===== src/rtl/circle_collision_push_defines.svh =====
// assertion macros for the circle collision push block
// used by rtl files that assert; needs clk and arst_n in scope
`ifndef CIRCLE_COLLISION_PUSH_DEFINES_SVH
`define CIRCLE_COLLISION_PUSH_DEFINES_SVH

// same-cycle implication
`define CCP_ASSERT_NOW(lbl, ante, cons, msg) \
	lbl: assert property (@(posedge clk) disable iff (!arst_n) (ante) |-> (cons)) else $error(msg);

// next-cycle implication
`define CCP_ASSERT_NEXT(lbl, ante, cons, msg) \
	lbl: assert property (@(posedge clk) disable iff (!arst_n) (ante) |=> (cons)) else $error(msg);

`endif


===== src/rtl/ccp_div_cell.sv =====
// one cell of the pipelined restoring divider, one quotient bit per cell, two lanes
// no package dependencies
module ccp_div_cell #(
	parameter int MW = 25
) (
	input  logic          clk,
	input  logic          arst_n,
	input  logic          v_i,
	input  logic [MW-1:0] den_i,
	input  logic [MW-1:0] rem_x_i,
	input  logic [MW-1:0] rem_y_i,
	input  logic [MW-1:0] num_x_i,
	input  logic [MW-1:0] num_y_i,
	input  logic [MW-1:0] quo_x_i,
	input  logic [MW-1:0] quo_y_i,
	output logic          v_o,
	output logic [MW-1:0] den_o,
	output logic [MW-1:0] rem_x_o,
	output logic [MW-1:0] rem_y_o,
	output logic [MW-1:0] num_x_o,
	output logic [MW-1:0] num_y_o,
	output logic [MW-1:0] quo_x_o,
	output logic [MW-1:0] quo_y_o
);

	logic [MW:0] rs_x;
	logic [MW:0] rs_y;
	logic [MW:0] den_e;
	logic        tk_x;
	logic        tk_y;

	logic          v_q;
	logic [MW-1:0] den_q;
	logic [MW-1:0] rem_x_q;
	logic [MW-1:0] rem_y_q;
	logic [MW-1:0] num_x_q;
	logic [MW-1:0] num_y_q;
	logic [MW-1:0] quo_x_q;
	logic [MW-1:0] quo_y_q;

	always_comb begin
		rs_x  = {rem_x_i, num_x_i[MW-1]};
		rs_y  = {rem_y_i, num_y_i[MW-1]};
		den_e = {1'b0, den_i};
		tk_x  = (rs_x >= den_e);
		tk_y  = (rs_y >= den_e);
	end

	always_ff @(posedge clk or negedge arst_n) begin
		if (!arst_n) begin
			v_q <= 1'b0;
		end else begin
			v_q <= v_i;
		end
	end

	always_ff @(posedge clk) begin
		den_q   <= den_i;
		rem_x_q <= tk_x ? MW'(rs_x - den_e) : MW'(rs_x);
		rem_y_q <= tk_y ? MW'(rs_y - den_e) : MW'(rs_y);
		num_x_q <= {num_x_i[MW-2:0], 1'b0};
		num_y_q <= {num_y_i[MW-2:0], 1'b0};
		quo_x_q <= {quo_x_i[MW-2:0], tk_x};
		quo_y_q <= {quo_y_i[MW-2:0], tk_y};
	end

	assign v_o     = v_q;
	assign den_o   = den_q;
	assign rem_x_o = rem_x_q;
	assign rem_y_o = rem_y_q;
	assign num_x_o = num_x_q;
	assign num_y_o = num_y_q;
	assign quo_x_o = quo_x_q;
	assign quo_y_o = quo_y_q;

endmodule


===== config.mk =====
export PLATFORM = sky130hd
export DESIGN_NAME = ccp_div_cell
export DESIGN_NICKNAME = d
export VERILOG_FILES = /design/src/rtl/circle_collision_push_defines.svh /design/src/rtl/ccp_div_cell.sv
export SDC_FILE = /design/constraint.sdc
export NUM_CORES = 1
export LEC_CHECK = 0
export BUFFER_PORTS_ARGS = -buffer_cell sky130_fd_sc_hd__buf_2
export CAP_MARGIN = 20
export CORE_MARGIN = 2
export CORE_UTILIZATION = 30
export CTS_BUF_LIST = sky130_fd_sc_hd__clkbuf_8 sky130_fd_sc_hd__clkbuf_16
export DETAILED_ROUTE_END_ITERATION = 6
export PLACE_DENSITY = 0.57
export SLEW_MARGIN = 20
export SYNTH_ARGS = -nofsm -noshare
export SYNTH_HDL_FRONTEND = slang
export SYNTH_SLANG_ARGS = --single-unit

===== constraint.sdc =====
create_clock -name clk -period 0.9 [get_ports clk]
set_input_delay 0.135 -clock clk [delete_from_list [all_inputs] [get_ports clk]]
set_output_delay 0.135 -clock clk [all_outputs]
set_load 0.005 [all_outputs]

==> results.py <==
metrics = {
    "status": {
        "outcome": "finished, violations left",
        "violations": "setup timing",
    },
    "place": {
        "post-dp-hpwl_um": 20000,
        "gp_congestion": 0.890,
        "port_buffers": 349,
        "place_ws_ps": -1700,
    },
    "cells_and_area": {
        "drive_gt1_frac": 0.523,
        "layout_common_cells": "buf_2, buf_4, dlygate4sd3_1",
        "final_net_count": 1658,
        "antenna_cells": 0,
        "final_common_cell": "buf_2",
        "register_area_um2": 3580,
        "nFillCells": 1897,
        "multi_input_area_um2": 3680,
        "area_growth_pct": 97.3,
    },
    "job": {
        "drv_cap": 0,
    },
    "grt": {
        "grt_pass1_vias": 8106,
        "grt_pass1_wl_um": 41500,
        "gr-usage-all-layers": 0.220,
        "grt_max_degree": 20,
        "antenna_found_initial": 0,
        "overflow": 0,
    },
    "timing": {
        "hold_viol": 0,
        "setup_violations": 226,
        "rsz0062_at_grt": "true",
        "slew_violations": 0,
        "max_freq_ghz": 0.489,
        "fin_ws_ps": -1140,
        "layout_min_cycle_time_ps": 2040,
        "finalCritPeriodShare": 2.27,
        "slew_headroom": 0.640,
        "tightest_slew_ps": 534,
    },
    "die": {
        "dieArea_um2": 24500,
        "core-area_um2": 22800,
        "dieHeight_um": 157,
        "die_w_um": 157,
        "core.rowCount": 55,
        "pin_count": 354,
        "start_util": 0.307,
    },
    "min_path": {
        "min_path_cells": 3,
        "hold_path.class": "input pin to flop",
    },
    "clocking": {
        "cts_sinks": 174,
        "cts-buffers-inserted": 17,
        "clkTransAtPathRegs_ps": 80,
        "tritoncts": "yes",
        "clockBufferDepth": 2,
        "root_buffer": "clkbuf_16",
        "h-tree-depth": 4,
    },
    "yosys": {
        "ys_seq_area_frac": 0.499,
        "synth_edf_count": 0,
        "ys_ff_latch": 174,
        "syn-instance-count": 713,
        "synthesis.area_um2": 6990,
        "avgSynthCellArea_um2": 9.80,
        "ys_types": 69,
        "yosysWarnings": 0,
        "async_flop_share": 0.00575,
        "synth_flop_cell": "dfxtp_1",
    },
    "critical_path": {
        "cp-startpoint": "num_x_i[24]",
        "worstSetupPathType": "input pin to flop",
        "worstPathArrival_ps": 2360,
        "critPathCaptureType": "flop",
        "cpMostUsedCell": "a211o_1",
        "max_stage_delay_ps": 380,
        "crit_path_start_kind": "input pin",
        "worstSetupEndpoint": "rem_x_o[1]$_DFF_P_",
        "cpMaxStageDelayCell": "fa_2",
        "cp_max_fo": 7,
        "path_cells": "buf_12 -> inv_12 -> ha_4 -> inv_2 -> fa_2 -> a211o_1 -> a211o_1 -> nand2_2 -> a21oi_4 -> a211oi_4 -> buf_6 -> mux2_4",
        "crit_required_ps": 1210,
    },
    "drt": {
        "drt_first_pass_iters": 5,
        "wirelength_um": 29100,
        "antenna_left": 0,
        "vias": 7991,
        "route.layer.met1.wl_um": 11400,
        "drtIter0Drc": 270,
        "top_layer": "met4",
        "dr_wl_met3_um": 1510,
        "drcViolationCount": 0,
        "vias_per_cell": 4.56,
        "wl_met2_um": 15500,
        "routedWlPerCell_um": 16.6,
    },
    "pwr": {
        "p_leak_nw": 6.76,
        "total_power_mw": 22.9,
        "peakVddDrop_uv": 1080,
        "power.density_nw_per_um2": 1660,
    },
}
-- critical path: cells and delay by family --
family                     cells  cell delay (ps)
AOI/OAI and AO/OA              4              930
adders and majority gates      2              490
buffers and inverters          4              390
muxes                          1              300
and+or+nand+nor                1              100
-- cell type report --
| cell class | instances | area share |
|---|---|---|
| Clock buffer | 17 | 0.0308 |
| Clock inverter | 15 | 0.0121 |
| Inverter | 44 | 0.0137 |
| Multi-Input combinational cell | 476 | 0.267 |
| Sequential cell | 174 | 0.260 |
| Tap cell | 313 | 0.0284 |
| Timing Repair Buffer | 715 | 0.389 |
-- registers in the layout, summed over array words and instances (netlist names) --
register  count
den_o        25
quo_x_o      25
quo_y_o      25
rem_x_o      25
rem_y_o      25
num_x_o      24
num_y_o      24
v_o           1
-- logic make-up (layout without fill, tap and decap cells) --
logic type	after synthesis	in the layout	synth area share
simple gates	183	183	0.127
buf+inv	64	791	0.0390
mux	4	4	0.00698
xor+xnor	32	32	0.0401
fa+ha+maj	52	52	0.0952
flops	174	174	0.499
compound gates	203	203	0.192
other cells	1	2	0.000536
-- stage by stage --
step                       util  TNS [ps]  cells  hold WS [ps]  instance area (µm²)
final                     0.606    -69690   1754          10.4                13800
after global routing      0.606    -79310   1754          14.7                13800
after CTS                 0.580    -70520   1752          2.39                13200
after detailed placement  0.464    -79940   1548         -89.3                10600
after global placement    0.464    -79330   1548         -89.4                10600
after floorplan               -    -64950    714          -161                 7100
-- how the worst min path moves through the flow --
stage | startpoint | end | slack, ps
after detailed placement | arst_n | v_o$_DFF_PN0_ | -90
after global placement | arst_n | v_o$_DFF_PN0_ | -90
after floorplan | arst_n | v_o$_DFF_PN0_ | -160
after global routing | rem_y_i[5] | rem_y_o[6]$_DFF_P_ | 10
after CTS | rem_x_i[20] | rem_x_o[21]$_DFF_P_ | 2
final | rem_x_i[20] | rem_x_o[21]$_DFF_P_ | 10
-- Yosys cell counts, drive strengths merged (3+ instances only) --
library cell,number,area (µm²)
a211o,12,105
a211oi,10,80.1
a21o,21,158
a21oi,38,190
a31oi,6,37.5
and3,13,86.3
and4,5,46.3
buf,11,73.8
clkbuf,9,33.8
dfxtp,173,3460
ha,50,626
inv,44,165
mux2,4,48.8
nand2,76,285
nand2b,4,25.0
nand3,9,45.0
nand4,6,37.5
nor2,37,139
nor2b,5,38.8
nor3,11,55.1
nor4,4,25.0
o2111ai,3,26.3
o211a,3,37.5
o21a,13,97.6
o21ai,61,305
o21bai,4,30.0
o31ai,6,45.0
or2,3,18.8
xnor2,18,158
xor2,14,123
-- timing repair --
action | 4_1_cts | 5_1_grt
pin swaps | 23 | 16
hold buffers | 158 | 0
endpoints found under the hold margin | 157 | 0
buffers inserted | 13 | 3
cloned | 1 | 1
gates resized for setup | 97 | 155
endpoints found under the setup margin | 226 | 226
-- power by group --
part           internal [mW]  total, mW  switching, mW
registers               8.54       8.80          0.269
logic                   3.69       6.58           2.88
clock network           3.76       7.48           3.72
total                   16.0       22.9           6.87
-- layer usage --
metal,up-vias,GRT usage
li1,3968,-
met1,3706,0.241
met2,266,0.422
met3,51,0.0429
met4,0,0.0716
met5,-,0
Power figures use the tool's default switching activity.
