==> config.mk <==
export PLATFORM = sky130hd
export DESIGN_NAME = ccp_sqrt_cell
export DESIGN_NICKNAME = d
export VERILOG_FILES = /design/src/rtl/circle_collision_push_defines.svh /design/src/rtl/ccp_sqrt_cell.sv
export SDC_FILE = /design/constraint.sdc
export NUM_CORES = 1
export LEC_CHECK = 0
export BUFFER_PORTS_ARGS = -buffer_cell sky130_fd_sc_hd__buf_2
export CAP_MARGIN = 20
export CORE_ASPECT_RATIO = 1.25
export CORE_MARGIN = 4
export CORE_UTILIZATION = 45
export CTS_BUF_LIST = sky130_fd_sc_hd__clkbuf_4 sky130_fd_sc_hd__clkbuf_8
export DETAILED_ROUTE_END_ITERATION = 16
export PLACE_DENSITY = 0.81
export SLEW_MARGIN = 30
export SYNTH_ARGS = -nofsm -noshare
export SYNTH_HDL_FRONTEND = slang
export SYNTH_SLANG_ARGS = --single-unit
==> constraint.sdc <==
create_clock -name clk -period 0.8 [get_ports clk]
set_input_delay 0.04 -clock clk [delete_from_list [all_inputs] [get_ports clk]]
set_output_delay 0.04 -clock clk [all_outputs]
set_load 0.005 [all_outputs]
==> src/rtl/circle_collision_push_defines.svh <==
// assertion macros for the circle collision push block
// used by rtl files that assert; needs clk and arst_n in scope
`ifndef CIRCLE_COLLISION_PUSH_DEFINES_SVH
`define CIRCLE_COLLISION_PUSH_DEFINES_SVH

// same-cycle implication
`define CCP_ASSERT_NOW(lbl, ante, cons, msg) \
	lbl: assert property (@(posedge clk) disable iff (!arst_n) (ante) |-> (cons)) else $error(msg);

// next-cycle implication
`define CCP_ASSERT_NEXT(lbl, ante, cons, msg) \
	lbl: assert property (@(posedge clk) disable iff (!arst_n) (ante) |=> (cons)) else $error(msg);

`endif

==> src/rtl/ccp_sqrt_cell.sv <==
// one cell of the pipelined integer square root, one root bit per cell
// no package dependencies
module ccp_sqrt_cell #(
	parameter int MW = 25
) (
	input  logic              clk,
	input  logic              arst_n,
	input  logic              v_i,
	input  logic [2*MW-1:0]   rad_i,
	input  logic [MW+1:0]     rem_i,
	input  logic [MW-1:0]     root_i,
	output logic              v_o,
	output logic [2*MW-1:0]   rad_o,
	output logic [MW+1:0]     rem_o,
	output logic [MW-1:0]     root_o
);

	logic [MW+3:0] rem_sh;
	logic [MW+3:0] trial;
	logic          take;

	logic            v_q;
	logic [2*MW-1:0] rad_q;
	logic [MW+1:0]   rem_q;
	logic [MW-1:0]   root_q;

	always_comb begin
		rem_sh = {rem_i, rad_i[2*MW-1 -: 2]};
		trial  = {2'b00, root_i, 2'b01};
		take   = (rem_sh >= trial);
	end

	always_ff @(posedge clk or negedge arst_n) begin
		if (!arst_n) begin
			v_q <= 1'b0;
		end else begin
			v_q <= v_i;
		end
	end

	always_ff @(posedge clk) begin
		rad_q  <= {rad_i[2*MW-3:0], 2'b00};
		rem_q  <= take ? (MW+2)'(rem_sh - trial) : (MW+2)'(rem_sh);
		root_q <= {root_i[MW-2:0], take};
	end

	assign v_o    = v_q;
	assign rad_o  = rad_q;
	assign rem_o  = rem_q;
	assign root_o = root_q;

endmodule

==> results of run 1 <==
==> path summary, 6_finish.rpt <==
path / start / endpoint / slack, ps / cells past startpoint
min in group asynchronous: arst_n / v_o / 480 / 3
max in group asynchronous: arst_n / v_o / 220 / 3
hold / removal: rem_i[23] / rem_o[25] / -10 / 3
setup / recovery: root_i[0] / rem_o[19] / -1270 / 11
==> critical path, cell delays in order <==
cell,delay (ps)
buf_6,70
inv_2,40
ha_4,280
o21ai_4,70
a211oi_4,320
a31oi_4,150
o31a_2,340
o21a_1,230
o31ai_2,390
xor2_1,140
mux2_4,290
==> synth_stat cells (3+ instances only) <==
cell type  instances  area (um2)
a211oi_1           6        45.0
xor2_1            11        96.3
mux2_4            17         255
o21a_1             3        22.5
nor3_1             7        35.0
o21ai_0           17        85.1
nor2_1            14        52.6
nor2b_1            3        18.8
dfxtp_1          100        2000
o21bai_1           3        22.5
xnor2_1           11        96.3
ha_1              27         338
a21oi_1           25         125
nand2_1           20        75.1
inv_1             34         128
nand4_1            6        37.5
a21o_1             5        37.5
nand3_1            7        35.0
a31oi_1            4        25.0
mux2_2             8        90.1
and3_1             3        18.8
buf_2              5        25.0
==> kinds of logic (layout without fill, tap and decap cells) <==
family / Yosys count / count (layout) / synth area share
xor+xnor: 22 / 22 / 0.0473
mux: 27 / 27 / 0.0897
other cells: 1 / 4 / 0.000921
fa+ha+maj: 27 / 27 / 0.0829
buf+inv: 46 / 459 / 0.0578
compound gates: 81 / 81 / 0.136
flops: 101 / 101 / 0.498
simple gates: 71 / 71 / 0.0876
==> registers in the layout, summed over array words and instances, names as in the netlist <==
signal and flops:
rad_o 48, rem_o 27, root_o 25, v_o 1
==> report_power, final <==
group	switching, W	internal [W]	total [W]	leakage (nW)
clock network	0.00218	0.00159	0.00377	0.107
registers	0.000226	0.00558	0.00581	0.856
logic	0.00211	0.00272	0.00482	2.91
==> routing by layer <==
| metal | wire (um) | share of wire |
|---|---|---|
| met1 | 6970 | 0.32 |
| met2 | 10800 | 0.50 |
| met3 | 2040 | 0.095 |
| met4 | 1770 | 0.082 |
| met5 | 13 | 0.00060 |
==> repair_timing <==
item                                    CTS  global route
endpoints found under the setup margin  129           129
gates resized for setup                  76            85
hold buffers                             98             1
pin swaps                                 5             7
endpoints found under the hold margin    99             1
setup buffers                            14             1
cloned                                    1             0
==> final cells by class <==
class / instances / area, um2
Clock buffer: 10 / 138
Timing Repair Buffer: 409 / 3130
Multi-Input combinational cell: 230 / 2250
Sequential cell: 101 / 2090
Antenna cell: 2 / 5.00
Tap cell: 120 / 150
Fill cell: 338 / 759
Inverter: 34 / 143
Clock inverter: 6 / 77.6
==> metrics by stage <==
| stage | setup TNS (ps) | cells | area [um2] | total power [W] | setup WS, ps |
|---|---|---|---|---|---|
| 6_report | -42150 | 912 | 7990 | 0.0144 | -1270 |
| 3_3_place_gp | -44050 | 782 | 6130 | 0.00910 | -1790 |
| 3_5_place_dp | -45940 | 782 | 6130 | 0.00922 | -1780 |
| 4_1_cts | -37480 | 911 | 7730 | 0.0134 | -1210 |
| 2_1_floorplan | -38810 | 377 | 4380 | 0.00758 | -1460 |
| 5_1_grt | -44500 | 912 | 7990 | 0.0148 | -1340 |
==> impl_metrics.toml, run 1 <==
[run_status]
status = "finished, violations left"
violations = "negative hold slack, negative setup slack"

[die]
core_area_um2 = 8750
die_h_um = 114
pin_count = 208
die-area_um2 = 10600
initial_utilization = 0.466
die_w_um = 93.1
rows = 38

[route]
wl_per_cell_um = 23.6
drt_first_pass_iters = 6
drtAntennaViolNets = 0
avgViaCountPerCell = 5.47
detail_route.iter0.violations = 467
route.vias.total = 4987
wl_um = 21600
drc = 0

[timing]
timing.fmax_ghz = 0.483
fin_crit_sh = 2.59
rsz0062_at_grt = "true"
period_needed_ps = 2070
setup_viol = 129
slew_violations = 0
layout_setup_ws_ps = -1270
whs_ps = -12.3
hold_violations = 1

[yosys]
synth_top_flop_cell = "dfxtp_1"
synth_cells = 376
seq_area_frac_synth = 0.498
synth.avg_cell_area_um2 = 10.8
ys_seq_elements = 101
synth_edf_count = 0
ys_types = 55
syn_area_um2 = 4070
ys_warn_count = 0
async_flop_share = 0.00990

[pwr]
leakage_nw = 3.88
ir_drop_mv = 1.24
p_per_area_nw_per_um2 = 1800

[flow_run]
drv_cap = 0

[clocking]
clock_path_buffers = 2
numCtsBuffers = 9
clock_sinks = 101
htreeDepth = 3
cts_root_buf = "clkbuf_8"
cts_tree = "done"
clk_pin_slew_worst_paths_ps = 120

[setup_path]
crit_type = "in2reg"
arrival_ps = 2360
required_ps = 1090
endpoint_kind = "register"
cp_max_fo = 3
start_kind = "input port"

[cells_and_area]
fin_util = 0.913
syn_to_final_growth_pct = 96.2
drive_above_1_share = 0.601
final_common_cell = "buf_2"
final_nets = 917
layout_common_cells = "buf_2, buf_4, dlygate4sd3_1, dfxtp_2, buf_6"

[grt]
grt_max_degree = 19
met3_usage = 0.0809
gr-usage-met1 = 0.317
gr-max-usage-layer = "met2"
grt_pass1_wl_um = 27300
grt_antenna_before_repair = 2
grtUsageTotal = 0.334
use_met2 = 0.649
grt_pass1_vias = 5181
grt-ovfl-total = 0

[placement]
io_buffers = 205
hpwl_um = 10300
gp_congestion = 0.847

[min_path]
hp-class = "in2reg"
(Power assumes the default switching activity.)
==> inputs of run 2 (changes only) <==
==> constraint.sdc (replaced) <==
create_clock -name clk -period 2.6 [get_ports clk]
set_input_delay 0.13 -clock clk [delete_from_list [all_inputs] [get_ports clk]]
set_output_delay 0.13 -clock clk [all_outputs]
set_load 0.005 [all_outputs]
==> run 2 against run 1 <==
Compared with the run above: the run now ends clean; global-route usage shrank 7.8 points; critical path type unchanged; sequential share of layout area is 3.9 points higher; critical endpoint is now rem_o[10]; wire length shrank 34%; largest power group unchanged; clock power down 72%.
==> impl_metrics.toml, run 2 (synthesis results as in run 1) <==
[run_status]
status = "finished, final reports clean"

[clocking]
clk_pin_slew_worst_paths_ps = 100
numCtsBuffers = 9
htreeDepth = 3
cts_root_buf = "clkbuf_8"
clock_path_buffers = 2
cts_tree = "done"
clock_sinks = 101

[cells_and_area]
drive_above_1_share = 0.438
fillers = 588
layout_common_cells = "buf_2, dfxtp_1, dlygate4sd3_1, buf_4, inv_1"
syn_to_final_growth_pct = 65.5
antenna_cells = 0
final_cell_count_no_fill = 841
fin_util = 0.770
final_common_cell = "buf_2"
largest_reg_flops = 48
final_nets = 848

[setup_path]
arrival_ps = 2770
cp_slowest_cell = "dlygate4sd3_1"
cp_common_cell = "buf_12"
critPathTopFamily = "compound AO/OA/AOI/OAI gates"
start_kind = "input port"
crit_path_max_incr_delay_ps = 540
endpoint_kind = "register"
required_ps = 2860
cp.buffers_inverters = 5
crit_type = "in2reg"
crit_chain = "dlygate4sd3_1 -> buf_2 -> inv_1 -> ha_2 -> a21o_1 -> a21oi_2 -> nor2b_2 -> o21ai_2 -> o211ai_2 -> a2111o_1 -> buf_12 -> buf_12 -> mux2_4"
cp_max_fo = 8

[timing]
setup_viol = 0
slew_violations = 0
timing.fmax_ghz = 0.399
tightest_slew_ps = 599
relSlewSlack = 0.597
rsz0062_at_grt = "false"
period_needed_ps = 2500
whs_ps = 11.4
setup_tns_ps = 0
hold_violations = 0
fin_crit_sh = 0.963

[placement]
gp_congestion = 0.933
hpwl_um = 9500
dp.cells = 729
io_buffers = 205

[route]
route.vias.total = 4207
drtAntennaViolNets = 0
wl_um = 14200
wl_per_cell_um = 16.9
detail_route.iter0.violations = 193
drt_first_pass_iters = 4
drc = 0
avgViaCountPerCell = 5.00

[grt]
grt_max_degree = 19
grt_antenna_before_repair = 0
grt-ovfl-total = 0
grtUsageTotal = 0.256
grt_pass1_vias = 4379
grt_pass1_wl_um = 21200

[pwr]
finalPower_w = 0.00388
leakage_nw = 3.43
ir_drop_mv = 0.361
p_per_area_nw_per_um2 = 575

[die]
die_h_um = 114
die-area_um2 = 10600
core_area_um2 = 8750
pin_count = 208
initial_utilization = 0.466
rows = 38
die_w_um = 93.1

[min_path]
hp-class = "in2reg"

[flow_run]
drv_cap = 0
[run 2: cell count changes in the layout (fill, tap and decap cells not counted), moves of 5 or more]
cell	delta
buf_6	-53
buf_4	-59
ha_1	+19
dlygate4sd3_1	-10
ha_4	-19
buf_2	+47
buf_12	+5
inv_2	-10
dfxtp_1	+54
mux2_2	+8
inv_1	+12
dfxtp_2	-54
mux2_4	-8
[run 2: final cells by class]
cell class | instances | area (um2) | area share
inverter | 34 | 128 | 0.0189
sequential | 101 | 2030 | 0.301
multi-input combinational | 230 | 1880 | 0.279
clock inverter | 6 | 77.6 | 0.0115
tap | 120 | 150 | 0.0223
timing repair buffer | 340 | 2340 | 0.347
clock buffer | 10 | 138 | 0.0204
[run 2: metal layers]
layer	routed length (um)	vias to the layer above	GRT usage	part of all wire
li1	-	1981	-	-
met1	5020	1974	0.256	0.35
met2	7600	212	0.490	0.54
met3	1120	40	0.0684	0.079
met4	459	0	0.108	0.032
met5	0	-	0	0
[run 2: where the power goes]
group	total [W]	switching (W)	internal, W	leakage (nW)
clock network	0.00106	0.000575	0.000490	0.107
registers	0.00174	0.0000408	0.00170	0.855
logic	0.00107	0.000472	0.000599	2.47
total	0.00388	0.00109	0.00279	3.43
[run 2: final timing paths]
check	from	end	cells after the start
setup / recovery	root_i[19]	rem_o[10]	13
hold / removal	rem_i[8]	rem_o[10]	2
max in group asynchronous	arst_n	v_o	2
min in group asynchronous	arst_n	v_o	2
[run 2: stage by stage]
| step | setup WS, ps | area, um2 |
|---|---|---|
| finish | 96.6 | 6740 |
| CTS | 23.3 | 6580 |
| floorplan | 78.1 | 4080 |
| detailed placement | -107 | 5460 |
| global route | 2.74 | 6740 |
| global placement | -26.2 | 5460 |
[run 2: timing repair]
item | in CTS | in global routing
hold endpoints to repair | 90 | 1
hold buffers | 90 | 1
setup buffers | 0 | 7
gates resized for setup | 0 | 20
endpoints found under the setup margin | 0 | 25
